==> config.mk <==
export PLATFORM = sky130hd
export DESIGN_NAME = msvu_mul
export DESIGN_NICKNAME = d
export VERILOG_FILES = /design/src/rtl/core/msvu_pkg.sv /design/src/rtl/core/msvu_mul.sv
export SDC_FILE = /design/constraint.sdc
export NUM_CORES = 2
export LEC_CHECK = 0
export BUFFER_PORTS_ARGS = -buffer_cell sky130_fd_sc_hd__buf_2
export CORE_ASPECT_RATIO = 1.25
export CORE_UTILIZATION = 50
export DETAILED_ROUTE_END_ITERATION = 8
export PLACE_DENSITY = 0.79
export SETUP_SLACK_MARGIN = 0.1
export SKIP_LAST_GASP = 1
export SYNTH_ARGS = -nofsm -noshare
export SYNTH_HDL_FRONTEND = slang
export SYNTH_SLANG_ARGS = --single-unit
==> constraint.sdc <==
create_clock -name clock -period 9.7 [get_ports clock]
set_input_delay 1.94 -clock clock [delete_from_list [all_inputs] [get_ports clock]]
set_output_delay 1.94 -clock clock [all_outputs]
set_load 0.005 [all_outputs]
==> src/rtl/core/msvu_pkg.sv <==
// ----------------------------------------------------------------------------
// msvu_pkg
// Shared types, constants and saturation helpers for the mass-spring unit
// ----------------------------------------------------------------------------
package msvu_pkg;

   localparam int FRAC_BITS = 16;
   localparam int WORD_BITS = 32;
   localparam int ACC_BITS  = WORD_BITS + 16;
   localparam int REG_BITS  = 31;
   localparam int PROD_BITS = 2 * WORD_BITS;

   localparam int SQRT_STEPS    = PROD_BITS / 2;
   localparam int SQRT_CNT_BITS = $clog2(SQRT_STEPS + 1);
   localparam int DIV_STEPS     = PROD_BITS;
   localparam int DIV_CNT_BITS  = $clog2(DIV_STEPS + 1);

   localparam int CSR_IDX_BITS = 2;
   localparam logic [CSR_IDX_BITS-1:0] CSR_TIME_STEP = 2'd0;
   localparam logic [CSR_IDX_BITS-1:0] CSR_DAMPING   = 2'd1;
   localparam logic [CSR_IDX_BITS-1:0] CSR_GRAVITY   = 2'd2;

   localparam logic [REG_BITS-1:0] TIME_STEP_RESET = 31'd33;
   localparam logic [REG_BITS-1:0] DAMPING_RESET   = 31'd0;
   localparam logic [REG_BITS-1:0] GRAVITY_RESET   = 31'd642908;
   localparam logic [REG_BITS-1:0] MASS_RESET      = 31'd65536;

   localparam logic OP_HEADER = 1'b0;
   localparam logic OP_EDGE   = 1'b1;

   localparam logic [1:0] STATUS_OK   = 2'd0;
   localparam logic [1:0] STATUS_ZERO = 2'd1;
   localparam logic [1:0] STATUS_SAT  = 2'd2;

   localparam logic signed [63:0] WORD_MAX = 64'sh0000_0000_7FFF_FFFF;
   localparam logic signed [63:0] WORD_MIN = 64'shFFFF_FFFF_8000_0000;
   localparam logic signed [63:0] ACC_MAX  = 64'sh0000_7FFF_FFFF_FFFF;
   localparam logic signed [63:0] ACC_MIN  = 64'shFFFF_8000_0000_0000;

   typedef enum logic [4:0] {
      ST_IDLE,
      ST_H_MUL,
      ST_H_ACC,
      ST_G_MUL,
      ST_G_ACC,
      ST_E_DIFF,
      ST_E_SQ_MUL,
      ST_E_SQ_ACC,
      ST_E_SQRT_GO,
      ST_E_SQRT_WAIT,
      ST_E_EXT,
      ST_E_T_MUL,
      ST_E_DIV_GO,
      ST_E_DIV_WAIT,
      ST_E_K_MUL,
      ST_E_K_ACC,
      ST_FIN,
      ST_O_MUL,
      ST_O_DIV_GO,
      ST_O_DIV_WAIT,
      ST_O_PUSH
   } msvu_state_type;

   typedef struct packed {
      logic                   start;
      logic [PROD_BITS-1:0]   dividend;
      logic [WORD_BITS-1:0]   divisor;
   } msvu_div_req_type;

   typedef struct packed {
      logic                   done;
      logic [PROD_BITS-1:0]   quotient;
   } msvu_div_rsp_type;

   typedef struct packed {
      logic                 ovf;
      logic [WORD_BITS-1:0] val;
   } msvu_word_sat_type;

   typedef struct packed {
      logic                ovf;
      logic [ACC_BITS-1:0] val;
   } msvu_acc_sat_type;

   function automatic logic [WORD_BITS-1:0] mag32(input logic signed [WORD_BITS-1:0] v);
      mag32 = v[WORD_BITS-1] ? WORD_BITS'(-v) : WORD_BITS'(v);
   endfunction

   function automatic msvu_word_sat_type sat_word(input logic signed [63:0] v);
      msvu_word_sat_type r;
      r.ovf = 1'b0;
      r.val = v[WORD_BITS-1:0];
      if (v > WORD_MAX) begin
         r.ovf = 1'b1;
         r.val = WORD_MAX[WORD_BITS-1:0];
      end else if (v < WORD_MIN) begin
         r.ovf = 1'b1;
         r.val = WORD_MIN[WORD_BITS-1:0];
      end
      return r;
   endfunction

   function automatic msvu_acc_sat_type sat_acc(input logic signed [63:0] v);
      msvu_acc_sat_type r;
      r.ovf = 1'b0;
      r.val = v[ACC_BITS-1:0];
      if (v > ACC_MAX) begin
         r.ovf = 1'b1;
         r.val = ACC_MAX[ACC_BITS-1:0];
      end else if (v < ACC_MIN) begin
         r.ovf = 1'b1;
         r.val = ACC_MIN[ACC_BITS-1:0];
      end
      return r;
   endfunction

endpackage

==> src/rtl/core/msvu_mul.sv <==
// ----------------------------------------------------------------------------
// msvu_mul
// Shared 32 x 32 unsigned multiplier with a registered product
// ----------------------------------------------------------------------------
module msvu_mul (
   input  logic                          clock,
   input  logic [msvu_pkg::WORD_BITS-1:0] mul_a,
   input  logic [msvu_pkg::WORD_BITS-1:0] mul_b,
   output logic [msvu_pkg::PROD_BITS-1:0] product
);
   import msvu_pkg::*;

   logic [PROD_BITS-1:0] prod_ff;
   logic [PROD_BITS-1:0] prod_in;

   assign prod_in = PROD_BITS'(mul_a) * PROD_BITS'(mul_b);

   always_ff @(posedge clock) begin
      prod_ff <= prod_in;
   end

   assign product = prod_ff;

endmodule

== Word level (Yosys, flattened, before mapping) ==
Cells that the tools add are included.
Storage, ports and cells
  register bits: 64
  input port bits: 65
  logic and storage cells: 2
Operators by class
  multipliers: 1
Operators by type and width (number)
  32-bit by 32-bit multiplier with 64-bit output: 1

== Logic depth before layout (Yosys ltp) ==
  depth in word-level cells: 1
  mapped depth: 29
  gate-level depth less buffers: 27

== Worst setup path before layout ==
Ideal clock, no wire load.
  path kind: input -> register
  from: input port mul_a[25] in the netlist's numbering
  to: register prod_ff[62] (netlist: product[62])
  data required time: 9.628 ns
  arrival time: 8.616 ns
  setup slack: 1.012 ns
  buffers on the path: 2
  setup time: 0.072 ns
  cell stages on the path: 25
  cells stage by stage: clkbuf_1 nand2_1 fa_1 inv_1 fa_1 inv_1 fa_1 inv_1 fa_1 fa_1 fa_1 fa_1 inv_1 fa_1 inv_1 ha_1 buf_2 nand4_1 or4_1 or3_1 a31oi_1 a31o_2 a211oi_1 o21ai_1 xor2_1
Between the ends
  word-level cells in the longest chain between the ends: 1
Ends and longest elaborated chain
  start: declaration: line msvu_mul.sv:7  | input logic [msvu_pkg::WORD_BITS-1:0] mul_a,
  32-bit by 32-bit multiplier with 64-bit output: line msvu_mul.sv:16  | assign prod_in = PROD_BITS'(mul_a) * PROD_BITS'(mul_b);
  net prod_in[62]: line msvu_mul.sv:14  | logic [PROD_BITS-1:0] prod_in;
  end signal: assignment: line msvu_mul.sv:19  | prod_ff <= prod_in;
  end: declaration: line msvu_mul.sv:13  | logic [PROD_BITS-1:0] prod_ff;
The timed path passes the listed nets, and every way through them passes these cells.

== Worst setup path in the final report ==
  from: input port mul_b[14] in the netlist's numbering
  to: register prod_ff[62] (netlist: product[62])
Between the ends
  word-level cells in the longest chain between the ends: 1
Ends and longest elaborated chain
  start: declaration: line msvu_mul.sv:8  | input logic [msvu_pkg::WORD_BITS-1:0] mul_b,
  32-bit by 32-bit multiplier with 64-bit output: line msvu_mul.sv:16
  net prod_in[62]: line msvu_mul.sv:14
The timed path passes the listed nets, and every way through them passes these cells.

==> qor.csv <==
metric,value,unit
Netlist cell types,56,
clk sink count,64,
YS warnings,0,
CORE AREA,68300,sq um
"commonest cells after routing, fill and taps aside","fa_1, inv_1, and2_1",
Fin Setup TNS,0,ps
critical path startpoint category,input pin,
Slew HR,0.468,
"EDFF count, synth",0,
fmax,108,MHz
nets,4973,
port bufs,128,
largest net degree at the start of global routing,33,
clk root buf,clkbuf_16,
Area growth syn-to-layout,5.27,%
Final GP Congestion,0.952,
Syn Nets,4982,
final wirelength,94.8,mm
ys async rst share,0,
crit-path cells,"buf_2, and2_1, fa_1, fa_1, inv_1, fa_1, fa_1, inv_1, fa_1, fa_1, fa_1, inv_1, fa_1, inv_1, ha_1, nand4_1, or4_1, or3_1, a31oi_1, buf_4, a31o_2, a211oi_1, o21ai_1, xor2_1",
Remaining DRCs,0,
post-detail-place hpwl,79.6,mm
H-tree depth,3,
final core utilization,0.534,
Multi-input gate area,29200,sq um
Fillers,6032,
Final setup viols,0,
Setup CP Type,input pin to register,
endpoint class of the critical path,register,
Worst-Margin Slew,799,ps
Post-Syn Area,34600,sq um
slowest CP cell,fa_1,
Overflow after GRT,0,
die extent in y,296,um
Reg area,1280,sq um
num ports,129,
status,"finished, final reports clean",
Crit Path Max Fanout,32,
#FFs+latches synth,64,
Final ANT Viol Nets,0,
WL per Instance,20.5,um
Row Count,107,
share of the synthesized area in the top cell type,0.518,
die area,70300,sq um
CP max stage delay,610,ps
class of the worst hold path,input pin to register,
share of layout cells above drive strength 1,0.0623,
Gate Count Post-Synth,3758,
Fin. Hold Viols,0,
DR iter-0 viols,1641,
first-pass GRT wire length,152,mm
RSZ-0062 raised after global routing,no,
Worst Path Required,9970,ps
Starting Density,0.507,
Tmin final,9260,ps
drt via density,5.52,
CTS Hold Bufs,0,
Mean Syn Cell Area,9.21,sq um
"Top cell by count, worst path",fa_1,
Largest register FFs,64,
initial antenna violation count,9,
Main synth FF type,dfxtp_1,
vias in the first global route,28245,
DRT Pass-1 Iters,6,
Max Root-Sink Buffers,2,
clk slew on worst S/H paths,60,ps
share of the yosys chip area belonging to registers,0.0370,
fin crit share,0.955,
"most common cell after layout, fill and taps aside",fa_1,
CTS tree,built,
Total GRT Usage,0.284,
final max-slew violation count,0,
largest area contributor in the netlist,fa_1,
"top cells by area, synth","fa_1, and2_1, ha_1",
crit path DAT,9530,ps
Num CTS Buffers,9,
Chip Width,237,um
vias after detailed routing,25596,
Max-cap violations,0,
==> worst paths after layout <==
kind,from,endpoint,slack [ps],cells past startpoint
setup / recovery,mul_b[14],product[62],440,24
hold / removal,mul_b[0],product[0],2260,2
==> Yosys cell counts, drive strengths merged, types with 14 or more instances <==
master	number
a21o	37
a21oi	70
and2	603
and3	14
clkbuf	216
dfxtp	64
fa	896
ha	263
inv	863
nand2	478
nand4	24
nor2	21
o21ai	30
xnor2	33
xor2	26
==> worst max-delay path, delay by kind of cell <==
| family | cells | cell delay (ps) |
|---|---|---|
| adders and majority gates | 9 | 4390 |
| and+or+nand+nor | 4 | 1360 |
| buffers and inverters | 6 | 930 |
| AOI/OAI and AO/OA | 4 | 720 |
| xor gates and xnor gates | 1 | 160 |
==> cells by family after synthesis <==
kind of cell / count (synthesis) / synth area share
and+or+nand+nor: 1180 / 0.177
xor gates and xnor gates: 59 / 0.0149
adders and majority gates: 1159 / 0.613
muxes: 1 / 0.000289
DFF: 64 / 0.0370
AOI/OAI and AO/OA: 205 / 0.0392
buffers and inverters: 1090 / 0.119
==> stage by stage <==
| step | area (sq um) | setup WS [ps] | hold WS (ps) | instances |
|---|---|---|---|---|
| after CTS | 36400 | 509 | 2220 | 4626 |
| after floorplan | 34600 | 1010 | 2070 | 3758 |
| after detailed placement | 36100 | 165 | 2310 | 4610 |
| after global routing | 36400 | 167 | 2250 | 4629 |
| after global placement | 36100 | 282 | 2320 | 4610 |
| final | 36500 | 437 | 2260 | 4633 |
==> per-layer routing <==
layer / wire, um / track usage / vias up
met2: 49400 / 0.509 / 1120
met3: 5460 / 0.0309 / 393
met1: 30900 / 0.305 / 13232
met4: 9060 / 0.227 / 4
met5: 34 / 0 / -
li1: - / - / 10847
==> final cells by class <==
type | instances | area share
Multi-Input combinational cell | 2604 | 0.802
Antenna cell | 7 | 0.000481
Timing Repair Buffer | 207 | 0.0343
Sequential cell | 64 | 0.0351
Inverter | 863 | 0.0889
Clock inverter | 5 | 0.00216
Tap cell | 872 | 0.0299
Clock buffer | 11 | 0.00693
==> what timing repair did <==
| item | 4_1_cts | 5_1_grt |
|---|---|---|
| setup endpoints to repair | 0 | 1 |
| setup buffers | 0 | 0 |
| hold endpoints to repair | 0 | 0 |
| gates resized for setup | 0 | 1 |
Power is left out: the tool's default activity adds up to more than one toggle a clock period on the data nets, which glitch-free logic cannot reach.
