==> config.mk <==
export PLATFORM = sky130hd
export DESIGN_NAME = msvu_div
export DESIGN_NICKNAME = d
export VERILOG_FILES = /design/src/rtl/core/msvu_pkg.sv /design/src/rtl/core/msvu_div.sv
export SDC_FILE = /design/constraint.sdc
export NUM_CORES = 1
export LEC_CHECK = 0
export BUFFER_PORTS_ARGS = -buffer_cell sky130_fd_sc_hd__buf_2
export CAP_MARGIN = 30
export CORE_MARGIN = 2
export CORE_UTILIZATION = 55
export CTS_CLUSTER_DIAMETER = 100
export CTS_CLUSTER_SIZE = 24
export DETAILED_ROUTE_END_ITERATION = 10
export HOLD_SLACK_MARGIN = 0.02
export PLACE_DENSITY = 0.81
export SYNTH_ARGS = -nofsm -noshare
export SYNTH_HDL_FRONTEND = slang
export SYNTH_SLANG_ARGS = --single-unit
==> constraint.sdc <==
create_clock -name clock -period 3.2 [get_ports clock]
set_clock_uncertainty 0.15 [all_clocks]
set_input_delay 0.32 -clock clock [delete_from_list [all_inputs] [get_ports clock]]
set_output_delay 0.32 -clock clock [all_outputs]
set_load 0.005 [all_outputs]
==> src/rtl/core/msvu_pkg.sv <==
// ----------------------------------------------------------------------------
// msvu_pkg
// Shared types, constants and saturation helpers for the mass-spring unit
// ----------------------------------------------------------------------------
package msvu_pkg;

   localparam int FRAC_BITS = 16;
   localparam int WORD_BITS = 32;
   localparam int ACC_BITS  = WORD_BITS + 16;
   localparam int REG_BITS  = 31;
   localparam int PROD_BITS = 2 * WORD_BITS;

   localparam int SQRT_STEPS    = PROD_BITS / 2;
   localparam int SQRT_CNT_BITS = $clog2(SQRT_STEPS + 1);
   localparam int DIV_STEPS     = PROD_BITS;
   localparam int DIV_CNT_BITS  = $clog2(DIV_STEPS + 1);

   localparam int CSR_IDX_BITS = 2;
   localparam logic [CSR_IDX_BITS-1:0] CSR_TIME_STEP = 2'd0;
   localparam logic [CSR_IDX_BITS-1:0] CSR_DAMPING   = 2'd1;
   localparam logic [CSR_IDX_BITS-1:0] CSR_GRAVITY   = 2'd2;

   localparam logic [REG_BITS-1:0] TIME_STEP_RESET = 31'd33;
   localparam logic [REG_BITS-1:0] DAMPING_RESET   = 31'd0;
   localparam logic [REG_BITS-1:0] GRAVITY_RESET   = 31'd642908;
   localparam logic [REG_BITS-1:0] MASS_RESET      = 31'd65536;

   localparam logic OP_HEADER = 1'b0;
   localparam logic OP_EDGE   = 1'b1;

   localparam logic [1:0] STATUS_OK   = 2'd0;
   localparam logic [1:0] STATUS_ZERO = 2'd1;
   localparam logic [1:0] STATUS_SAT  = 2'd2;

   localparam logic signed [63:0] WORD_MAX = 64'sh0000_0000_7FFF_FFFF;
   localparam logic signed [63:0] WORD_MIN = 64'shFFFF_FFFF_8000_0000;
   localparam logic signed [63:0] ACC_MAX  = 64'sh0000_7FFF_FFFF_FFFF;
   localparam logic signed [63:0] ACC_MIN  = 64'shFFFF_8000_0000_0000;

   typedef enum logic [4:0] {
      ST_IDLE,
      ST_H_MUL,
      ST_H_ACC,
      ST_G_MUL,
      ST_G_ACC,
      ST_E_DIFF,
      ST_E_SQ_MUL,
      ST_E_SQ_ACC,
      ST_E_SQRT_GO,
      ST_E_SQRT_WAIT,
      ST_E_EXT,
      ST_E_T_MUL,
      ST_E_DIV_GO,
      ST_E_DIV_WAIT,
      ST_E_K_MUL,
      ST_E_K_ACC,
      ST_FIN,
      ST_O_MUL,
      ST_O_DIV_GO,
      ST_O_DIV_WAIT,
      ST_O_PUSH
   } msvu_state_type;

   typedef struct packed {
      logic                   start;
      logic [PROD_BITS-1:0]   dividend;
      logic [WORD_BITS-1:0]   divisor;
   } msvu_div_req_type;

   typedef struct packed {
      logic                   done;
      logic [PROD_BITS-1:0]   quotient;
   } msvu_div_rsp_type;

   typedef struct packed {
      logic                 ovf;
      logic [WORD_BITS-1:0] val;
   } msvu_word_sat_type;

   typedef struct packed {
      logic                ovf;
      logic [ACC_BITS-1:0] val;
   } msvu_acc_sat_type;

   function automatic logic [WORD_BITS-1:0] mag32(input logic signed [WORD_BITS-1:0] v);
      mag32 = v[WORD_BITS-1] ? WORD_BITS'(-v) : WORD_BITS'(v);
   endfunction

   function automatic msvu_word_sat_type sat_word(input logic signed [63:0] v);
      msvu_word_sat_type r;
      r.ovf = 1'b0;
      r.val = v[WORD_BITS-1:0];
      if (v > WORD_MAX) begin
         r.ovf = 1'b1;
         r.val = WORD_MAX[WORD_BITS-1:0];
      end else if (v < WORD_MIN) begin
         r.ovf = 1'b1;
         r.val = WORD_MIN[WORD_BITS-1:0];
      end
      return r;
   endfunction

   function automatic msvu_acc_sat_type sat_acc(input logic signed [63:0] v);
      msvu_acc_sat_type r;
      r.ovf = 1'b0;
      r.val = v[ACC_BITS-1:0];
      if (v > ACC_MAX) begin
         r.ovf = 1'b1;
         r.val = ACC_MAX[ACC_BITS-1:0];
      end else if (v < ACC_MIN) begin
         r.ovf = 1'b1;
         r.val = ACC_MIN[ACC_BITS-1:0];
      end
      return r;
   endfunction

endpackage

==> src/rtl/core/msvu_div.sv <==
// ----------------------------------------------------------------------------
// msvu_div
// Iterative restoring divider, 64-bit dividend by 32-bit divisor, one bit per cycle
// ----------------------------------------------------------------------------
module msvu_div (
   input  logic                        clock,
   input  logic                        reset,
   input  msvu_pkg::msvu_div_req_type  div_req,
   output msvu_pkg::msvu_div_rsp_type  div_rsp
);
   import msvu_pkg::*;

   logic [PROD_BITS-1:0]    num_ff, num_in;
   logic [WORD_BITS-1:0]    rem_ff, rem_in;
   logic [WORD_BITS-1:0]    den_ff, den_in;
   logic [DIV_CNT_BITS-1:0] cnt_ff, cnt_in;
   logic                    busy_ff, busy_in;
   logic                    done_ff, done_in;
   logic [WORD_BITS:0]      rem_sh;
   logic [WORD_BITS:0]      rem_sub;
   logic                    fits;

   assign rem_sh  = {rem_ff, num_ff[PROD_BITS-1]};
   assign rem_sub = rem_sh - {1'b0, den_ff};
   assign fits    = rem_sh >= {1'b0, den_ff};

   always_comb begin
      num_in  = num_ff;
      rem_in  = rem_ff;
      den_in  = den_ff;
      cnt_in  = cnt_ff;
      busy_in = busy_ff;
      done_in = 1'b0;
      if (div_req.start) begin
         num_in  = div_req.dividend;
         rem_in  = '0;
         den_in  = div_req.divisor;
         cnt_in  = DIV_CNT_BITS'(DIV_STEPS);
         busy_in = 1'b1;
      end else if (busy_ff) begin
         num_in = {num_ff[PROD_BITS-2:0], fits};
         rem_in = fits ? rem_sub[WORD_BITS-1:0] : rem_sh[WORD_BITS-1:0];
         cnt_in = cnt_ff - 1'b1;
         if (cnt_ff == DIV_CNT_BITS'(1)) begin
            busy_in = 1'b0;
            done_in = 1'b1;
         end
      end
   end

   always_ff @(posedge clock) begin
      num_ff <= num_in;
      rem_ff <= rem_in;
      den_ff <= den_in;
      if (reset) begin
         cnt_ff  <= '0;
         busy_ff <= 1'b0;
         done_ff <= 1'b0;
      end else begin
         cnt_ff  <= cnt_in;
         busy_ff <= busy_in;
         done_ff <= done_in;
      end
   end

   assign div_rsp.done     = done_ff;
   assign div_rsp.quotient = num_ff;

endmodule

== Yosys cells after proc, flatten, opt, wreduce, memory -nomap -nowiden ==
Cells that the tools add are included.
Widths: inputs -> output; s select.

* Flip-flop bits (word level): 137
* Bits of input ports: 99
* Output and inout port bits: 65
* Logic and storage cells: 24

* Add/subtract/negate cells: 2
* $lt $le $gt $ge: 1
* Equal/unequal tests: 1
* Multiplexer cells: 9
* Bitwise logic cells: 1
* Reductions and logical operators: 3

{| class="wikitable"
|+ Operator list
! kind !! number
|-
| $mux 64 || 2
|-
| $ge 33x32->1 || 1
|-
| $mux 32 || 1
|-
| $sub 32x32->32 || 1
|-
| $mux 7 || 2
|-
| $eq 7x1->1 const B || 1
|-
| $sub 7x1->7 const B || 1
|-
| $mux 1 || 4
|-
| $reduce_or 3->1 || 1
|-
| $reduce_bool 2->1 || 1
|-
| $reduce_or 2->1 || 1
|-
| $not 1->1 || 1
|}

== Logic depth before layout (Yosys ltp) ==
* Depth after elaboration: 4
* Gate-level depth with buffers: 15

== Worst setup path after synthesis ==
OpenSTA, ideal clock, no wires.

* Path kind: register to register
* Start point: register den_ff[18]
* End point: register num_ff[0], data pin
* Data arrival time: 2.328 ns
* Required time: 2.790 ns
* Path slack: 0.462 ns
* Cell stages (with the launch flop): 13
* Buffers on the path: 3
* Clock period less this slack: 2.738 ns
* Path through: edfxtp_1 -> inv_1 -> ha_1 -> buf_2 -> a211oi_2 -> o21ai_1 -> a2111oi_0 -> or3_1 -> and4_1 -> buf_6 -> nor2_8 -> buf_4 -> mux2_2

* Cells in the longest elaborated chain, start to end: 3

{| class="wikitable"
|+ RTL lines
! element !! line !! text
|-
| from (decl) || msvu_div.sv:15 || <nowiki>logic [WORD_BITS-1:0] den_ff, den_in;</nowiki>
|-
| from (signal assigned) || msvu_div.sv:54 || <nowiki>den_ff <= den_in;</nowiki>
|-
| $ge 33x32->1 || msvu_div.sv:25 || <nowiki>assign fits = rem_sh >= {1'b0, den_ff};</nowiki>
|-
| $mux 64 || msvu_div.sv:40 || <nowiki>end else if (busy_ff) begin</nowiki>
|-
| $mux 64 || msvu_div.sv:34 || <nowiki>if (div_req.start) begin</nowiki>
|-
| net num_in[0] || msvu_div.sv:13 || <nowiki>logic [PROD_BITS-1:0] num_ff, num_in;</nowiki>
|-
| to (signal assigned) || msvu_div.sv:52 || <nowiki>num_ff <= num_in;</nowiki>
|-
| to (decl) || msvu_div.sv:13 ||
|}

The timed path passes the listed nets, and every way through them passes these cells. The select of a mux whose other input is x is not followed.
A chain may end at the register's enable or synchronous reset.

== Worst setup path in the final report ==
* Start point: register num_ff[63]
* End point: register rem_ff[24]

* Cells in the longest elaborated chain, start to end: 2

{| class="wikitable"
|+ RTL lines
! element !! line !! text
|-
| $sub 32x32->32 / $ge 33x32->1 (equally long branches) || msvu_div.sv:24, msvu_div.sv:25 ||
|-
| $mux 32 * || msvu_div.sv:42 || <nowiki>rem_in = fits ? rem_sub[WORD_BITS-1:0] : rem_sh[WORD_BITS-1:0];</nowiki>
|-
| to (signal assigned) || msvu_div.sv:53 || <nowiki>rem_ff <= rem_in;</nowiki>
|-
| to (decl) || msvu_div.sv:14 || <nowiki>logic [WORD_BITS-1:0] rem_ff, rem_in;</nowiki>
|}

Every way passes the cells marked *; elsewhere a longest branch is shown, timed or not.

==> metrics.txt <==
switching power 1.34 mW; Critical Path Source num_ff[63]; Max Root-Sink Buffers 2; Clock power frac 38.5%; Post-CTS Hold Fix Bufs 33; CP endpoint kind flip-flop; number of global-route vias before repair 5844; status finished clean; most frequent cell after synthesis edfxtp_1; min cycle time layout 2.96 ns; Synth Register Bits 137; CTS buffer count 17; top cell type's share of synthesized area 38.7%; Buf/Inv on CP 1; VDD IR max 436 uV; dpl hpwl 12.8 mm; die height 120 um; sequential power share 43.1%; CP max stage cell o21ai_0; prevailing post-synth register cell edfxtp_1; Worst EP arrival 3.13 ns; TritonRoute pass-1 iters 5; path type of the worst min-delay path in -> reg; Post-Layout Cell Count 1070; top cells by area, synth edfxtp_1 39%, dfxtp_1 11%, mux2_2 9.7%, ha_1 5.7%, a21oi_1 3.2%; Via density 5.56; final setup fails 0; critical path fanouts, max 4; power density of the placed cells 535 nW/um^2; critical path type reg -> reg; ANT cells 0; CP cell instances inv_1, ha_1, fa_1, nor2b_1, o21bai_1, a21oi_1, o21ai_0, a21oi_1, o21ai_0, o21ai_0, xor2_1, a31o_2; Yosys cell types 56; met2 Use GR 41.8%; Die W 120 um; CTS tree done; f_max 338 MHz; Net Count, Synth 821; Tcrit/Tclk final 92.5%; CP max stage delay 0.46 ns; Mean Syn Cell Area 10.8 sq um; H-tree depth 4; Hold Path Origin div_req[75]; Worst Path Required 3.37 ns; clk sink count 137; GRT busiest layer met2; antenna-violating nets left 0; Vias 5954; sequential area share after synthesis 49.8%; clk_lat worst skew 0.42 ns; initial antenna violation count 1; # nets final 1016; startpoint types flip-flop; RSZ-0062 raised after global routing false; Least-Margin Pin Slew 0.870 ns; FF-to-FF Start num_ff[63]; slew margin rel. 41.8%; # IOs 164; setup tns final 0 ns; Placed Cells 1006; synthesis-to-layout area growth 25.6%; Tot GR Track Use 25.3%; Critical Path Most Common Cell o21ai_0; Comb pwr share 18.4%; Lkg Pwr 3.92 nW; number of flops mapped to enable cells by yosys 96; met3 Resource Use GR 7.97%; Initial Utilization 56.2%; Max-Cap Viols 0; layout cell share with drive strength beyond 1 31.8%; M1 GR Usage 30.1%; CP delay by family, top compound AO/OA/AOI/OAI gates; cell count after synthesis 687; post_cts resized 0; Clock Tree Root clkbuf_16; synthesized area 7440 sq um; Net Sw Frac 26.8%; first-pass GRT wire length 28.4 mm; async set-reset flop share out of synthesis 0%; detailed router's first-iteration violation count 353; wire length per cell 16.8 um; routed wire length 18.0 mm; DRC 0; Synth area leader edfxtp_1; GPL Wtd Cong 0.940; total grt overflow 0; Post-CTS Setup Bufs 0; I/O Buffers 163; Commonest cells post-synth 96 x edfxtp_1, 64 x mux2_2, 53 x nor2_1, 52 x nand2_1; Yosys warning count 0; standard-cell rows 42; Int Power 3.66 mW; die area 14500 sq um; final hold vios 0; Clock transition at path regs 0.06 ns; CORE AREA 13200 sq um; pin count of the biggest net entering global routing 51; Final Max Tran Viols 0
[cell usage in the layout (no fill, tap or decap), drive strengths merged, types with 4 or more instances in the layout]
master / netlist / layout
nand2: 52 / 52
nor3: 9 / 9
a21oi: 48 / 48
dlygate4sd3: 0 / 33
nand3: 8 / 8
a211oi: 18 / 18
o21bai: 5 / 5
buf: 17 / 178
dfxtp: 41 / 41
inv: 48 / 51
o21ai: 39 / 39
xnor2: 19 / 19
edfxtp: 96 / 96
clkinv: 0 / 6
a311oi: 6 / 6
ha: 34 / 34
xor2: 13 / 13
mux2: 64 / 64
nor2: 54 / 54
nand4: 8 / 8
or2: 4 / 4
o31ai: 5 / 5
or3: 6 / 6
mux2i: 16 / 16
nor2b: 4 / 4
clkbuf: 18 / 18
o211ai: 7 / 7
a21o: 8 / 8
nand2b: 6 / 6
o21a: 4 / 4
[cell families (layout without fill, tap and decap cells)]
| group | after synthesis | after routing | share of synthesized area, % |
|---|---|---|---|
| AOI/OAI and AO/OA | 155 | 155 | 13.1 |
| xor gates and xnor gates | 32 | 32 | 3.77 |
| buffers and inverters | 83 | 290 | 4.99 |
| muxes | 80 | 80 | 11.8 |
| DFF | 137 | 137 | 49.8 |
| and+or+nand+nor | 165 | 165 | 10.6 |
| adders and majority gates | 35 | 35 | 5.98 |
[cell type report]
cell class	count	area, sq um
Clock buffer	18	429
Clock inverter	13	148
Fill cell	1004	3890
Inverter	48	180
Multi-Input combinational cell	467	3370
Sequential cell	137	3700
Tap cell	176	220
Timing Repair Buffer	211	1300
[worst register-to-register path, cell delays in order, from the launching register on]
cell      delay (ns)
edfxtp_1        0.40
inv_1           0.08
ha_1            0.18
fa_1            0.24
nor2b_1         0.09
o21bai_1        0.20
a21oi_1         0.12
o21ai_0         0.24
a21oi_1         0.10
o21ai_0         0.46
o21ai_0         0.19
xor2_1          0.17
a31o_2          0.24
[metal layers]
| layer | wire length [um] | vias up | part of all wire (%) |
|---|---|---|---|
| met3 | 1380 | 40 | 7.7 |
| met1 | 7520 | 2796 | 42 |
| met2 | 8600 | 224 | 48 |
| met5 | 0 | - | 0 |
| li1 | - | 2894 | - |
| met4 | 501 | 0 | 2.8 |
[path summary, 6_finish.rpt]
path | cells after the start | slack, ns | to
max | 12 | 0.24 | rem_ff[24]
min | 2 | 0.05 | num_ff[43]
max reg2reg | 12 | 0.24 | rem_ff[24]
min reg2reg | 2 | 0.34 | cnt_ff[0]
[sequential cells by signal, indices dropped and copies added (netlist names)]
register,flops
den_ff,32
done_ff,1
rem_ff,32
busy_ff,1
num_ff,64
cnt_ff,7
[through the flow]
step | total power [mW] | hold WS, ns | utilization [%] | area (sq um) | setup slack (ns)
after floorplan | 2.76 | 0.242 | - | 7440 | 0.462
after global placement | 3.05 | 0.323 | 63.7 | 8440 | 0.318
after detailed placement | 3.07 | 0.328 | 63.7 | 8440 | 0.247
after CTS | 5.04 | 0.0300 | 70.6 | 9350 | 0.244
after global routing | 5.21 | 0.0364 | 70.6 | 9350 | 0.0233
final | 5.00 | 0.0478 | 70.6 | 9350 | 0.239
[power groups by stage]
stage / clock [mW] / sequential, mW / combinational (mW)
after floorplan: 0 / 2.19 / 0.568
after global placement: 0 / 2.19 / 0.858
after detailed placement: 0 / 2.19 / 0.876
after CTS: 1.96 / 2.16 / 0.914
after global routing: 2.03 / 2.18 / 1.01
final: 1.93 / 2.16 / 0.919
Power figures use the tool's default switching activity.
