$ cat src/rtl/core/msvu_pkg.sv
// ----------------------------------------------------------------------------
// msvu_pkg
// Shared types, constants and saturation helpers for the mass-spring unit
// ----------------------------------------------------------------------------
package msvu_pkg;

   localparam int FRAC_BITS = 16;
   localparam int WORD_BITS = 32;
   localparam int ACC_BITS  = WORD_BITS + 16;
   localparam int REG_BITS  = 31;
   localparam int PROD_BITS = 2 * WORD_BITS;

   localparam int SQRT_STEPS    = PROD_BITS / 2;
   localparam int SQRT_CNT_BITS = $clog2(SQRT_STEPS + 1);
   localparam int DIV_STEPS     = PROD_BITS;
   localparam int DIV_CNT_BITS  = $clog2(DIV_STEPS + 1);

   localparam int CSR_IDX_BITS = 2;
   localparam logic [CSR_IDX_BITS-1:0] CSR_TIME_STEP = 2'd0;
   localparam logic [CSR_IDX_BITS-1:0] CSR_DAMPING   = 2'd1;
   localparam logic [CSR_IDX_BITS-1:0] CSR_GRAVITY   = 2'd2;

   localparam logic [REG_BITS-1:0] TIME_STEP_RESET = 31'd33;
   localparam logic [REG_BITS-1:0] DAMPING_RESET   = 31'd0;
   localparam logic [REG_BITS-1:0] GRAVITY_RESET   = 31'd642908;
   localparam logic [REG_BITS-1:0] MASS_RESET      = 31'd65536;

   localparam logic OP_HEADER = 1'b0;
   localparam logic OP_EDGE   = 1'b1;

   localparam logic [1:0] STATUS_OK   = 2'd0;
   localparam logic [1:0] STATUS_ZERO = 2'd1;
   localparam logic [1:0] STATUS_SAT  = 2'd2;

   localparam logic signed [63:0] WORD_MAX = 64'sh0000_0000_7FFF_FFFF;
   localparam logic signed [63:0] WORD_MIN = 64'shFFFF_FFFF_8000_0000;
   localparam logic signed [63:0] ACC_MAX  = 64'sh0000_7FFF_FFFF_FFFF;
   localparam logic signed [63:0] ACC_MIN  = 64'shFFFF_8000_0000_0000;

   typedef enum logic [4:0] {
      ST_IDLE,
      ST_H_MUL,
      ST_H_ACC,
      ST_G_MUL,
      ST_G_ACC,
      ST_E_DIFF,
      ST_E_SQ_MUL,
      ST_E_SQ_ACC,
      ST_E_SQRT_GO,
      ST_E_SQRT_WAIT,
      ST_E_EXT,
      ST_E_T_MUL,
      ST_E_DIV_GO,
      ST_E_DIV_WAIT,
      ST_E_K_MUL,
      ST_E_K_ACC,
      ST_FIN,
      ST_O_MUL,
      ST_O_DIV_GO,
      ST_O_DIV_WAIT,
      ST_O_PUSH
   } msvu_state_type;

   typedef struct packed {
      logic                   start;
      logic [PROD_BITS-1:0]   dividend;
      logic [WORD_BITS-1:0]   divisor;
   } msvu_div_req_type;

   typedef struct packed {
      logic                   done;
      logic [PROD_BITS-1:0]   quotient;
   } msvu_div_rsp_type;

   typedef struct packed {
      logic                 ovf;
      logic [WORD_BITS-1:0] val;
   } msvu_word_sat_type;

   typedef struct packed {
      logic                ovf;
      logic [ACC_BITS-1:0] val;
   } msvu_acc_sat_type;

   function automatic logic [WORD_BITS-1:0] mag32(input logic signed [WORD_BITS-1:0] v);
      mag32 = v[WORD_BITS-1] ? WORD_BITS'(-v) : WORD_BITS'(v);
   endfunction

   function automatic msvu_word_sat_type sat_word(input logic signed [63:0] v);
      msvu_word_sat_type r;
      r.ovf = 1'b0;
      r.val = v[WORD_BITS-1:0];
      if (v > WORD_MAX) begin
         r.ovf = 1'b1;
         r.val = WORD_MAX[WORD_BITS-1:0];
      end else if (v < WORD_MIN) begin
         r.ovf = 1'b1;
         r.val = WORD_MIN[WORD_BITS-1:0];
      end
      return r;
   endfunction

   function automatic msvu_acc_sat_type sat_acc(input logic signed [63:0] v);
      msvu_acc_sat_type r;
      r.ovf = 1'b0;
      r.val = v[ACC_BITS-1:0];
      if (v > ACC_MAX) begin
         r.ovf = 1'b1;
         r.val = ACC_MAX[ACC_BITS-1:0];
      end else if (v < ACC_MIN) begin
         r.ovf = 1'b1;
         r.val = ACC_MIN[ACC_BITS-1:0];
      end
      return r;
   endfunction

endpackage

$ cat src/rtl/core/msvu_sqrt.sv
// ----------------------------------------------------------------------------
// msvu_sqrt
// Iterative integer square root, two radicand bits per cycle
// ----------------------------------------------------------------------------
module msvu_sqrt (
   input  logic                          clock,
   input  logic                          reset,
   input  logic                          start,
   input  logic [msvu_pkg::PROD_BITS-1:0] radicand,
   output logic                          done,
   output logic [msvu_pkg::WORD_BITS-1:0] root
);
   import msvu_pkg::*;

   logic [PROD_BITS-1:0]     rad_ff, rad_in;
   logic [WORD_BITS+2:0]     rem_ff, rem_in;
   logic [WORD_BITS-1:0]     root_ff, root_in;
   logic [SQRT_CNT_BITS-1:0] cnt_ff, cnt_in;
   logic                     busy_ff, busy_in;
   logic                     done_ff, done_in;
   logic [WORD_BITS+2:0]     rem_sh;
   logic [WORD_BITS+2:0]     trial;
   logic                     fits;

   assign rem_sh = {rem_ff[WORD_BITS:0], rad_ff[PROD_BITS-1 -: 2]};
   assign trial  = {1'b0, root_ff, 2'b01};
   assign fits   = rem_sh >= trial;

   always_comb begin
      rad_in  = rad_ff;
      rem_in  = rem_ff;
      root_in = root_ff;
      cnt_in  = cnt_ff;
      busy_in = busy_ff;
      done_in = 1'b0;
      if (start) begin
         rad_in  = radicand;
         rem_in  = '0;
         root_in = '0;
         cnt_in  = SQRT_CNT_BITS'(SQRT_STEPS);
         busy_in = 1'b1;
      end else if (busy_ff) begin
         rad_in  = {rad_ff[PROD_BITS-3:0], 2'b00};
         rem_in  = fits ? rem_sh - trial : rem_sh;
         root_in = {root_ff[WORD_BITS-2:0], fits};
         cnt_in  = cnt_ff - 1'b1;
         if (cnt_ff == SQRT_CNT_BITS'(1)) begin
            busy_in = 1'b0;
            done_in = 1'b1;
         end
      end
   end

   always_ff @(posedge clock) begin
      rad_ff  <= rad_in;
      rem_ff  <= rem_in;
      root_ff <= root_in;
      if (reset) begin
         cnt_ff  <= '0;
         busy_ff <= 1'b0;
         done_ff <= 1'b0;
      end else begin
         cnt_ff  <= cnt_in;
         busy_ff <= busy_in;
         done_ff <= done_in;
      end
   end

   assign done = done_ff;
   assign root = root_ff;

endmodule

$ cat config.mk
export PLATFORM = sky130hd
export DESIGN_NAME = msvu_sqrt
export DESIGN_NICKNAME = d
export VERILOG_FILES = /design/src/rtl/core/msvu_pkg.sv /design/src/rtl/core/msvu_sqrt.sv
export SDC_FILE = /design/constraint.sdc
export NUM_CORES = 1
export LEC_CHECK = 0
export BUFFER_PORTS_ARGS = -buffer_cell sky130_fd_sc_hd__buf_2
export CORE_UTILIZATION = 40
export CTS_BUF_LIST = sky130_fd_sc_hd__clkbuf_4
export CTS_CLUSTER_SIZE = 20
export DETAILED_ROUTE_END_ITERATION = 10
export GPL_ROUTABILITY_DRIVEN = 1
export GPL_TIMING_DRIVEN = 1
export PLACE_DENSITY = 0.6
export SLEW_MARGIN = 20
export SYNTH_ARGS = -nofsm -noshare
export SYNTH_HDL_FRONTEND = slang
export SYNTH_SLANG_ARGS = --single-unit
$ cat constraint.sdc
create_clock -name clock -period 6.85 [get_ports clock]
set_clock_uncertainty 0.1 [all_clocks]
set_input_delay 0.3425 -clock clock [delete_from_list [all_inputs] [get_ports clock]]
set_output_delay 0.3425 -clock clock [all_outputs]
set_load 0.005 [all_outputs]
Word level (Yosys, flattened, before mapping)
Index checks and enable logic that the tools add are counted.
{ "totals": {"output_inout_bits": 33, "word_cells": 24, "ff_bits": 137, "input_bits": 67} }
{ "classes": {"bitwise": 1, "muxes": 9, "n_reduce_logical": 3, "magnitude_cmp": 1, "n_eq_ne": 1, "add_sub_neg": 2} }
{ "op_table": {"columns": ["cell", "count"], "rows": [
  ["$mux 64", 2],
  ["$ge 35x34->1", 1],
  ["$mux 33", 1],
  ["$sub 33x33->33", 1],
  ["$mux 6", 2],
  ["$eq 6x1->1 const B", 1],
  ["$sub 6x1->6 const B", 1],
  ["$mux 1", 4],
  ["$reduce_or 3->1", 1],
  ["$reduce_bool 2->1", 1],
  ["$reduce_or 2->1", 1],
  ["$not 1->1", 1]
]} }

Depth between registers and ports, before layout
Gate-level depths: netlist of the first run.
{ "logic_depth": {"depth_word": 4, "ltp_mapped": 14, "mapped_depth_nobuf": 10} }

Least setup slack after synthesis of the first run
Ideal clock, no wire load.
{ "synth_timing": {"kind": "register -> register", "start": "register root_ff[4], in the netlist root[4]", "end": "register rem_ff[21]", "synth_period_minus_slack_ps": 2939, "required_time_ps": 6625, "setup_slack_ps": 3911, "path_stages_with_launch": 14, "n_path_buf": 3, "setup_ps": 125, "arrival_time_ps": 2714, "cell_sequence": "dfxtp_1 inv_1 ha_1 a211o_1 a2111oi_1 or3_4 a2111oi_4 nor3b_1 o21a_1 buf_2 buf_4 buf_2 a32oi_1 o31ai_1"} }
{ "synth_between": {"elab_chain_len": 2, "word_cells_on_any_way": 3, "classes_between": "add/sub: 1; order compare: 1; mux: 1"} }
{ "synth_lines": {"columns": ["element", "line_no", "text"], "rows": [
  ["start, declared", "msvu_sqrt.sv:17", "logic [WORD_BITS-1:0] root_ff, root_in;"],
  ["start signal, assigned", "msvu_sqrt.sv:57", "root_ff <= root_in;"],
  ["$sub 33x33->33 / $ge 35x34->1 (equally long branches)", "msvu_sqrt.sv:44, msvu_sqrt.sv:27", null],
  ["$mux 33 (*)", "msvu_sqrt.sv:44", "rem_in = fits ? rem_sh - trial : rem_sh;"],
  ["end signal, assigned", "msvu_sqrt.sv:56", "rem_ff <= rem_in;"],
  ["end, declared", "msvu_sqrt.sv:16", "logic [WORD_BITS+2:0] rem_ff, rem_in;"]
]} }
Mark *: on every way between the ends. The rest lies on a longest branch, timed or not.
A chain may end at the register's enable or synchronous reset.

Final worst setup path of the first run
{ "layout_timing": {"start": "register root_ff[4], in the netlist root[4]", "end": "register rem_ff[4]"} }
{ "layout_between": {"elab_chain_len": 2} }
{ "layout_lines": {"columns": ["element", "line_no", "text"], "rows": [
  ["$ge 35x34->1", "msvu_sqrt.sv:27", "assign fits = rem_sh >= trial;"],
  ["$mux 33", "msvu_sqrt.sv:44", null]
]} }
Every way passes these cells.

==> results of run 1 <==
power by group through the flow:
stage / registers (W) / logic [W] / clock network, W
after global routing: 0.00107 / 0.00207 / 0.000627
after detailed placement: 0.00107 / 0.00183 / 0
after floorplan: 0.00104 / 0.00153 / 0
after global placement: 0.00107 / 0.00183 / 0
final: 0.00106 / 0.00186 / 0.000570
after CTS: 0.00105 / 0.00187 / 0.000591
registers in the layout (all words and copies together) (netlist names):
signal   flops
root        32
busy_ff      1
cnt_ff       6
rem_ff      33
rad_ff      64
done         1
kinds of logic after synthesis:
logic type / Yosys count / share of synthesized area, %
xor+xnor: 31 / 3.557
buf+inv: 90 / 4.606
mux: 114 / 15.97
flops: 137 / 44.33
fa+ha+maj: 36 / 5.902
compound gates: 142 / 13.36
simple gates: 203 / 12.28
final cells by class:
| type | count | area, sq um |
|---|---|---|
| fill | 1752 | 9459 |
| multi-input combinational | 526 | 3899 |
| sequential | 137 | 3387 |
| timing repair buffer | 168 | 1179 |
| tap | 234 | 292.8 |
| inverter | 50 | 187.7 |
| clock inverter | 15 | 171.4 |
| clock buffer | 17 | 127.6 |
| antenna | 1 | 2.502 |
cell usage in the layout, fill, tap and decap left out, types with 5 or more instances in the layout:
cell           Yosys  routed
buf_2              5      98
nor2_1            87      87
dfxtp_1           73      72
dlygate4sd3_1      0      65
edfxtp_1          64      64
mux2_2            62      62
mux2i_1           52      52
inv_1             49      48
nand2_1           43      43
ha_1              36      36
a21oi_1           35      35
a211oi_1          23      23
xnor2_1           21      21
clkbuf_4           0      17
o21ai_0           16      16
nor3_1            15      15
nand3_1           11      11
xor2_1            10      10
nor2b_1            7       7
a21o_1             7       7
a32oi_1            7       7
inv_6              0       7
nand2b_1           6       6
o21bai_1           6       6
or3_1              6       6
and2_1             6       6
o31ai_1            6       6
o211ai_1           5       5
o221ai_1           5       5
buf_4              2       5
how the worst max path moves through the flow:
stage | from | to | slack [ns] | cells past startpoint
2_1_floorplan | root[4]$_SDFFE_PP0P_ | rem_ff[21]$_SDFFE_PP0P_ | 3.91 | 13
3_3_place_gp | root[4]$_SDFFE_PP0P_ | rem_ff[5]$_SDFFE_PP0P_ | 3.28 | 10
3_5_place_dp | root[4]$_SDFFE_PP0P_ | rem_ff[5]$_SDFFE_PP0P_ | 3.19 | 10
4_1_cts | root[4]$_SDFFE_PP0P_ | rem_ff[4]$_SDFFE_PP0P_ | 3.15 | 10
5_1_grt | root[24]$_SDFFE_PP0P_ | rem_ff[5]$_SDFFE_PP0P_ | 2.73 | 10
6_report | root[4]$_SDFFE_PP0P_ | rem_ff[4]$_SDFFE_PP0P_ | 3.16 | 10
stage by stage:
step	instances	utilization (%)	setup slack, ns
6_report	1148	49.43	3.163
2_1_floorplan	753	-	3.911
3_5_place_dp	1050	44.34	3.188
4_1_cts	1147	49.42	3.151
3_3_place_gp	1050	44.34	3.280
5_1_grt	1148	49.43	2.734
layer usage:
metal  GRT usage [%]  part of all wire (%)  vias to the layer above
li1                -                     -                     3032
met1           24.28                    49                     2800
met2           28.74                    45                      122
met3           4.581                   4.6                       21
met4           5.379                   1.3                        0
met5               0                     0                        -
==> results by group, run 1 <==
Run status
  – Status: complete, no violations

Synthesis
  – Async SR Flop Fraction: 0%
  – Number of enable flip-flop cells after synthesis: 64
  – Top_reg_cell synth: dfxtp_1
  – Largest area contributor in the synthesized netlist: edfxtp_1
  – Post-synthesis cell count: 753
  – Synth top area share: 25.18%
  – Synth cell count leaders: nor2_1 (87), dfxtp_1 (73), edfxtp_1 (64)
  – Synth Net Count: 856
  – Most frequently used cell type in the post-synthesis netlist: nor2_1
  – Synthesized area: 7632 sq um
  – Sequential share of the synthesized area: 44.33%
  – Mean Syn Cell Area: 10.14 sq um
  – Synth warn: 0
  – Yosys cell types: 60
  – Top area cells in the synthesized netlist: edfxtp_1 (25%), dfxtp_1 (19%), mux2_2 (9.1%)
  – Synthesized flop and latch total: 137

Timing
  – Fmax: 271.2 MHz
  – Max Slew Vio Count: 0
  – Setup TNS: 0 ns
  – Worst slew margin: 28.38%
  – RSZ-0062 raised after global routing: false
  – Final Cycle Share: 53.83%
  – Hold Fails Final Rpt: 0
  – Worst Tran Pin Value: 1.074 ns
  – # setup viols final: 0
  – Hold slack: 0.09504 ns
  – Period minus WS final: 3.687 ns

CTS
  – Clock Sinks: 137
  – CTS tree: built
  – CTS Root Cell: clkbuf_4
  – Worst-path clk slew: 0.14 ns
  – CTS Buf Count: 17
  – CTS max path bufs: 2
  – CTS Hold Bufs: 65
  – Postcts setup bufs: 0
  – Clk_lat worst skew: 0.58 ns
  – Post-CTS Resized: 0
  – H-tree depth reported by CTS: 4

Critical path
  – Worst path required time: 7.22 ns
  – Worst path cell trace: inv_1, ha_1, a211o_1, a2111oi_1, or3_4, a2111oi_4, nor3b_1, o21a_2, mux2i_1, a211oi_1
  – Worst-path fanout max: 43
  – Worst path top cell family by delay: compound AO/OA/AOI/OAI gates
  – Slowest CP cell: o21a_2
  – WP buf/inv: 1
  – Startpoint types: register
  – CP Capture Type: register
  – Critical R2R Capture: rem_ff[4]$_SDFFE_PP0P_
  – Worst reg-to-reg setup slack: 3.16 ns
  – Worst r2r path cells: 10
  – CP Data Arrival Time: 4.06 ns
  – Worst Path Class, Setup: register to register
  – Reg-to-reg startpoint: root[4]$_SDFFE_PP0P_
  – Crit path largest cell delay: 0.88 ns

Pwr
  – Switching power: 0.001477 W
  – Clk pwr share: 16.3%
  – Comb pwr share: 53.4%
  – Peak VDD IR: 0.3585 mV
  – Power Dens Cells: 377.0 nW/um^2
  – Total chip power: 0.003486 W
  – Pint: 0.002009 W
  – Pleak: 3.795 nW
  – Switching Share: 42.37%
  – Register share of total power: 30.3%

Die
  – Starting Density: 40.80%
  – Die Ht: 140.1 um
  – Ports: 100
  – Die X: 140.1 um
  – Die area: 19640 sq um
  – Rows: 50
  – Core Region: 18710 sq um

Min path
  – Worst hold path class: primary input to register
  – Hold Path Sink: root[31]$_SDFFE_PP0P_
  – Worst hold path cell count: 2
  – Hold path start: start

Global routing
  – Vias in the first global route: 5799
  – First-pass GRT wire length: 28.54 mm
  – Total GRT Usage: 18.11%
  – Initial antenna violation count: 1
  – Grt ovf: 0
  – Largest net degree at the start of global routing: 65

Cells and area
  – Synthesis-to-finish area growth: 21.15%
  – Nets: 1003
  – Final instance area: 9246 sq um
  – Layout cells sized above 1: 22.67%

Routing
  – Detailed-route wire length per cell: 14.77 um
  – Detailed-route wire length: 16.95 mm
  – DR iter-0 viols: 327
  – DR vias: 5975
  – DRC Markers: 0
  – Via density: 5.205
  – Routed Antenna Nets: 0
  – Drt first pass iters: 5

Run
  – Maxcap violations: 0

Placement
  – Gp weighted congestion: 0.8512
  – Port-buffer cells: 99
  – Post-DP Area: 8294 sq um
  – DP HPWL: 11.32 mm
(Power assumes the default switching activity.)
==> run 2, diff against run 1 <==
==> constraint.sdc (replaced) <==
create_clock -name clock -period 3.6 [get_ports clock]
set_clock_uncertainty 0.1 [all_clocks]
set_input_delay 0.18 -clock clock [delete_from_list [all_inputs] [get_ports clock]]
set_output_delay 0.18 -clock clock [all_outputs]
set_load 0.005 [all_outputs]
==> results by group, run 2 (synthesis gave the netlist of run 1 again) <==
Run status
  – Status: complete, no violations

Timing
  – Worst Tran Pin Value: 0.9198 ns
  – Final Cycle Share: 91.00%
  – Max Slew Vio Count: 0
  – # setup viols final: 0
  – Setup TNS: 0 ns
  – Worst slew margin: 38.68%
  – Fmax: 305.3 MHz
  – Period minus WS final: 3.276 ns
  – RSZ-0062 raised after global routing: false
  – Hold Fails Final Rpt: 0

Global routing
  – Grt ovf: 0
  – Initial antenna violation count: 1
  – Total GRT Usage: 18.27%
  – First-pass GRT wire length: 28.80 mm
  – Largest net degree at the start of global routing: 79
  – Vias in the first global route: 5816

Routing
  – Via density: 5.123
  – Wl on met1: 8.530 mm
  – Detailed-route wire length per cell: 14.68 um
  – Routed Antenna Nets: 0
  – DR iter-0 viols: 315
  – Met3 wire len: 698 um
  – Detailed-route wire length: 16.97 mm
  – Drt first pass iters: 4
  – Uppermost layer routed: met4
  – DRC Markers: 0
  – Met2 WL: 7.669 mm
  – DR vias: 5922

Cells and area
  – Commonest cells after routing, fill and taps aside: buf_2 (98), nor2_1 (87), dfxtp_1 (72)
  – Final non-filler cell total: 1156
  – Multi-input combinational cell area: 3899 sq um
  – Layout cells sized above 1: 23.13%
  – Commonest non-fill, non-tap cell in the layout: buf_2
  – Synthesis-to-finish area growth: 21.97%
  – Fillers: 1708
  – Top reg by flops: rad_ff
  – FF/Latch Area: 3387 sq um
  – Largest register FFs: 64
  – Nets: 1011

Min path
  – Worst hold path class: primary input to register

Pwr
  – Peak VDD IR: 0.5626 mV
  – Power Dens Cells: 730.8 nW/um^2
  – Pleak: 3.826 nW

Critical path
  – Worst Path Class, Setup: register to register
  – Slowest CP cell: dfxtp_1
  – Worst-path fanout max: 25
  – CP Data Arrival Time: 3.64 ns
  – Crit path largest cell delay: 0.41 ns
  – Startpoint types: register
  – Worst path required time: 3.97 ns
  – CP Capture Type: register
  – Worst path cell trace: inv_1, ha_1, and4_1, o221ai_2, or2_2, a2111oi_4, nor3b_1, o21a_2, buf_12, or3_1, a311oi_2

Die
  – Die area: 19640 sq um
  – Die Ht: 140.1 um
  – Core Region: 18710 sq um
  – Ports: 100
  – Starting Density: 40.80%
  – Die X: 140.1 um
  – Rows: 50

CTS
  – Clock Sinks: 137
  – CTS Hold Bufs: 66
  – Postcts setup bufs: 0
  – CTS Buf Count: 17
  – Clk_lat worst skew: 0.56 ns
  – H-tree depth reported by CTS: 4
  – CTS tree: built
  – CTS Root Cell: clkbuf_4
  – Post-CTS Resized: 0
  – CTS max path bufs: 2
  – Worst-path clk slew: 0.13 ns

Placement
  – Gp weighted congestion: 0.8693
  – Placed insts: 1057
  – Port-buffer cells: 99
  – DP HPWL: 11.54 mm

Run
  – Maxcap violations: 0
-- run 2: changes by cell type in the layout (fill, tap and decap cells not counted), sizes merged --
cell,change
buf,+7
inv,-3
clkinv,+2
clkinvlp,+1
dlygate4sd3,+1
-- run 2: cell type report --
type	instances	share of cell area (%)
Sequential cell	137	36.38
Antenna cell	1	0.02688
Multi-Input combinational cell	526	41.88
Clock buffer	17	1.371
Clock inverter	15	1.707
Timing Repair Buffer	176	13.47
Inverter	50	2.016
Tap cell	234	3.145
-- run 2: per-stage QoR --
stage	instance area, sq um	hold WS (ns)	setup slack (ns)	utilization [%]	power [W]
after floorplan	7632	0.1524	0.6610	-	0.004895
after global placement	8359	0.2602	0.4112	44.69	0.005728
after detailed placement	8359	0.2637	0.3391	44.69	0.005719
after CTS	9306	0.2085	0.3118	49.75	0.006839
after global routing	9309	0.2152	0.1187	49.77	0.007340
final	9309	0.2694	0.3241	49.77	0.006803
-- run 2: report_power, final --
part / total, W / internal (W) / leakage [nW] / switching, W
Clock: 0.00104 / 0.000372 / 0.154 / 0.000664
Sequential: 0.00201 / 0.00185 / 1.24 / 0.000154
Combinational: 0.00376 / 0.00174 / 2.43 / 0.00202
Total: 0.00680 / 0.00396 / 3.83 / 0.00284
-- run 2: final timing paths --
kind / slack (ns) / cells past startpoint / endpoint / startpoint
max: 0.32 / 11 / rem_ff[29]$_SDFFE_PP0P_ / root[5]$_SDFFE_PP0P_
min: 0.27 / 3 / busy_ff$_SDFF_PP0_ / reset
max reg2reg: 0.32 / 11 / rem_ff[29]$_SDFFE_PP0P_ / root[5]$_SDFFE_PP0P_
min reg2reg: 0.40 / 2 / cnt_ff[0]$_SDFFE_PP0P_ / cnt_ff[0]$_SDFFE_PP0P_
-- run 2: worst max-delay path: cells and delay by family (launching register included) --
kind                       cells  cell delay, ns
DFF                            1            0.41
and+or+nand+nor                4            1.08
adders and majority gates      1            0.36
AOI/OAI and AO/OA              4            0.97
buffers and inverters          2            0.26
-- run 2: per-layer routing --
layer | GRT usage [%] | vias up
met3 | 4.547 | 6
met5 | 0 | -
li1 | - | 3053
met2 | 28.39 | 102
met4 | 5.032 | 0
met1 | 25.16 | 2761
==> run 3, diff against run 2 <==
--- a/config.mk
+++ b/config.mk
@@ -12,7 +12,7 @@
 export DETAILED_ROUTE_END_ITERATION = 10
 export GPL_ROUTABILITY_DRIVEN = 1
 export GPL_TIMING_DRIVEN = 1
-export PLACE_DENSITY = 0.6
+export PLACE_DENSITY = 0.62
 export SLEW_MARGIN = 20
 export SYNTH_ARGS = -nofsm -noshare
 export SYNTH_HDL_FRONTEND = slang
==> constraint.sdc (replaced) <==
create_clock -name clock -period 2.75 [get_ports clock]
set_clock_uncertainty 0.1 [all_clocks]
set_input_delay 0.1375 -clock clock [delete_from_list [all_inputs] [get_ports clock]]
set_output_delay 0.1375 -clock clock [all_outputs]
set_load 0.005 [all_outputs]
==> results by group, run 3 (synthesis gave the netlist of run 1 again) <==
Critical path
  – Reg-to-reg startpoint: root[5]$_SDFFE_PP0P_
  – Worst reg-to-reg setup slack: -0.16 ns
  – CP Capture Type: register
  – CP Data Arrival Time: 3.28 ns
  – Worst r2r path cells: 11
  – Critical R2R Capture: rem_ff[2]$_SDFFE_PP0P_
  – Startpoint types: register
  – Worst-path fanout max: 6
  – Worst Path Class, Setup: register to register
  – Worst path required time: 3.13 ns
  – Launch point of the worst path: root[5]$_SDFFE_PP0P_

Routing
  – DRC Markers: 0
  – Wl on met1: 8.935 mm
  – Detailed-route wire length per cell: 14.91 um
  – Routed Antenna Nets: 0
  – Met3 wire len: 783 um
  – Uppermost layer routed: met4
  – Via density: 5.073
  – DR iter-0 viols: 340
  – DR vias: 6493
  – Detailed-route wire length: 19.09 mm
  – Drt first pass iters: 5
  – Met2 WL: 9.140 mm

Global routing
  – Largest net degree at the start of global routing: 65
  – Grt ovf: 0
  – First-pass GRT wire length: 30.83 mm
  – Initial antenna violation count: 1
  – Vias in the first global route: 6264
  – Total GRT Usage: 19.86%

Run status
  – Status: finished, violations left
  – Violated checks: setup timing

Timing
  – RSZ-0062 raised after global routing: true
  – Post-route setup slack: -0.1553 ns
  – Max Slew Vio Count: 0
  – Worst Tran Pin Value: 0.7733 ns
  – Worst slew margin: 48.26%
  – # setup viols final: 32
  – Hold slack: 0.1810 ns
  – Final Cycle Share: 105.6%
  – Fmax: 344.2 MHz
  – Period minus WS final: 2.905 ns
  – Hold Fails Final Rpt: 0
  – Setup TNS: -2.275 ns

Die
  – Core Region: 18710 sq um
  – Rows: 50
  – Die X: 140.1 um
  – Ports: 100
  – Die area: 19640 sq um
  – Starting Density: 40.80%
  – Die Ht: 140.1 um

CTS
  – CTS Root Cell: clkbuf_4
  – Worst-path clk slew: 0.15 ns
  – Clk_lat worst skew: 0.56 ns
  – CTS max path bufs: 2
  – CTS tree: built
  – CTS Buf Count: 17
  – H-tree depth reported by CTS: 4
  – Clock Sinks: 137

Cells and area
  – Layout cells sized above 1: 36.30%
  – Nets: 1134
  – Synthesis-to-finish area growth: 38.23%
  – Commonest cells after routing, fill and taps aside: buf_4 (126), buf_2 (98), nor2_1 (87)
  – Commonest non-fill, non-tap cell in the layout: buf_4
  – Largest register FFs: 64
  – Top reg by flops: rad_ff

Pwr
  – Power Dens Cells: 1057 nW/um^2
  – Pleak: 4.499 nW
  – Peak VDD IR: 0.7462 mV
  – Total chip power: 0.01116 W

Placement
  – Gp weighted congestion: 0.8855
  – Port-buffer cells: 99
  – DP HPWL: 12.49 mm

Min path
  – Worst hold path class: primary input to register
  – Hold Path Sink: cnt_ff[5]$_SDFFE_PP0P_
  – Worst hold path cell count: 3
  – Hold path start: reset

Run
  – Maxcap violations: 0
## run 3: changes by cell type in the layout (fill, tap and decap cells not counted), moves of 5 or more
cell and change:
a21oi_1 -7, a21oi_2 +6, buf_4 +115, clkinv_4 -5
dfxtp_1 -8, dfxtp_2 +8, ha_1 -7, ha_4 +7
inv_6 +5, o21ai_0 -6, o21ai_1 +6
## run 3: worst max-delay path, cell delays in order (launching register included)
cell,delay (ns)
dfxtp_2,0.36
inv_2,0.04
ha_4,0.28
and4_4,0.25
o221ai_4,0.10
or2_4,0.27
a2111oi_4,0.37
nor3b_2,0.09
o21a_2,0.23
buf_12,0.14
or3_4,0.35
a311oi_1,0.26
## run 3: timing repair
item	4_1_cts	5_1_grt
cloned	0	0
hold buffers	66	0
buffers inserted	11	6
gates resized for setup	26	24
hold endpoints to repair	73	0
setup endpoints to repair	31	34
pin swaps	27	29
## run 3: cell type report
type	instances	area [sq um]
multi-input cells	526	4151
diodes	2	5.005
well taps	234	292.8
flip-flops and latches	137	3397
repair buffers	299	2246
fillers	1643	8155
clock inverters	15	142.6
clock buffers	17	127.6
inverters	50	187.7
## run 3: how the worst max path moves through the flow
stage | to | slack (ns) | cells past startpoint
after CTS | rem_ff[4]$_SDFFE_PP0P_ | -0.16 | 13
after global routing | rem_ff[7]$_SDFFE_PP0P_ | -0.27 | 13
final | rem_ff[2]$_SDFFE_PP0P_ | -0.16 | 11
after detailed placement | rem_ff[29]$_SDFFE_PP0P_ | -0.20 | 11
after floorplan | rem_ff[21]$_SDFFE_PP0P_ | -0.01 | 13
after global placement | rem_ff[27]$_SDFFE_PP0P_ | -0.17 | 11
## run 3: through the flow
stage               utilization [%]  setup WS [ns]  area [sq um]  std cells
floorplan                         -       -0.01147          7725        753
global placement              49.72        -0.1680          9300       1166
detailed placement            49.72        -0.1957          9300       1166
CTS                           55.51        -0.1631         10380       1274
global route                  56.40        -0.2683         10550       1280
finish                        56.40        -0.1553         10550       1280
## run 3: where the power goes
part	internal [W]	total [W]	switching [W]	leakage (nW)
Sequential	0.00243	0.00261	0.000180	1.24
Clock	0.000406	0.00132	0.000918	0.145
Combinational	0.00389	0.00722	0.00334	3.11
## run 3: routing by layer
metal	global-route usage (%)	up-vias
li1	-	3290
met1	25.68	3047
met2	33.08	141
met3	4.786	15
met4	5.379	0
met5	0	-
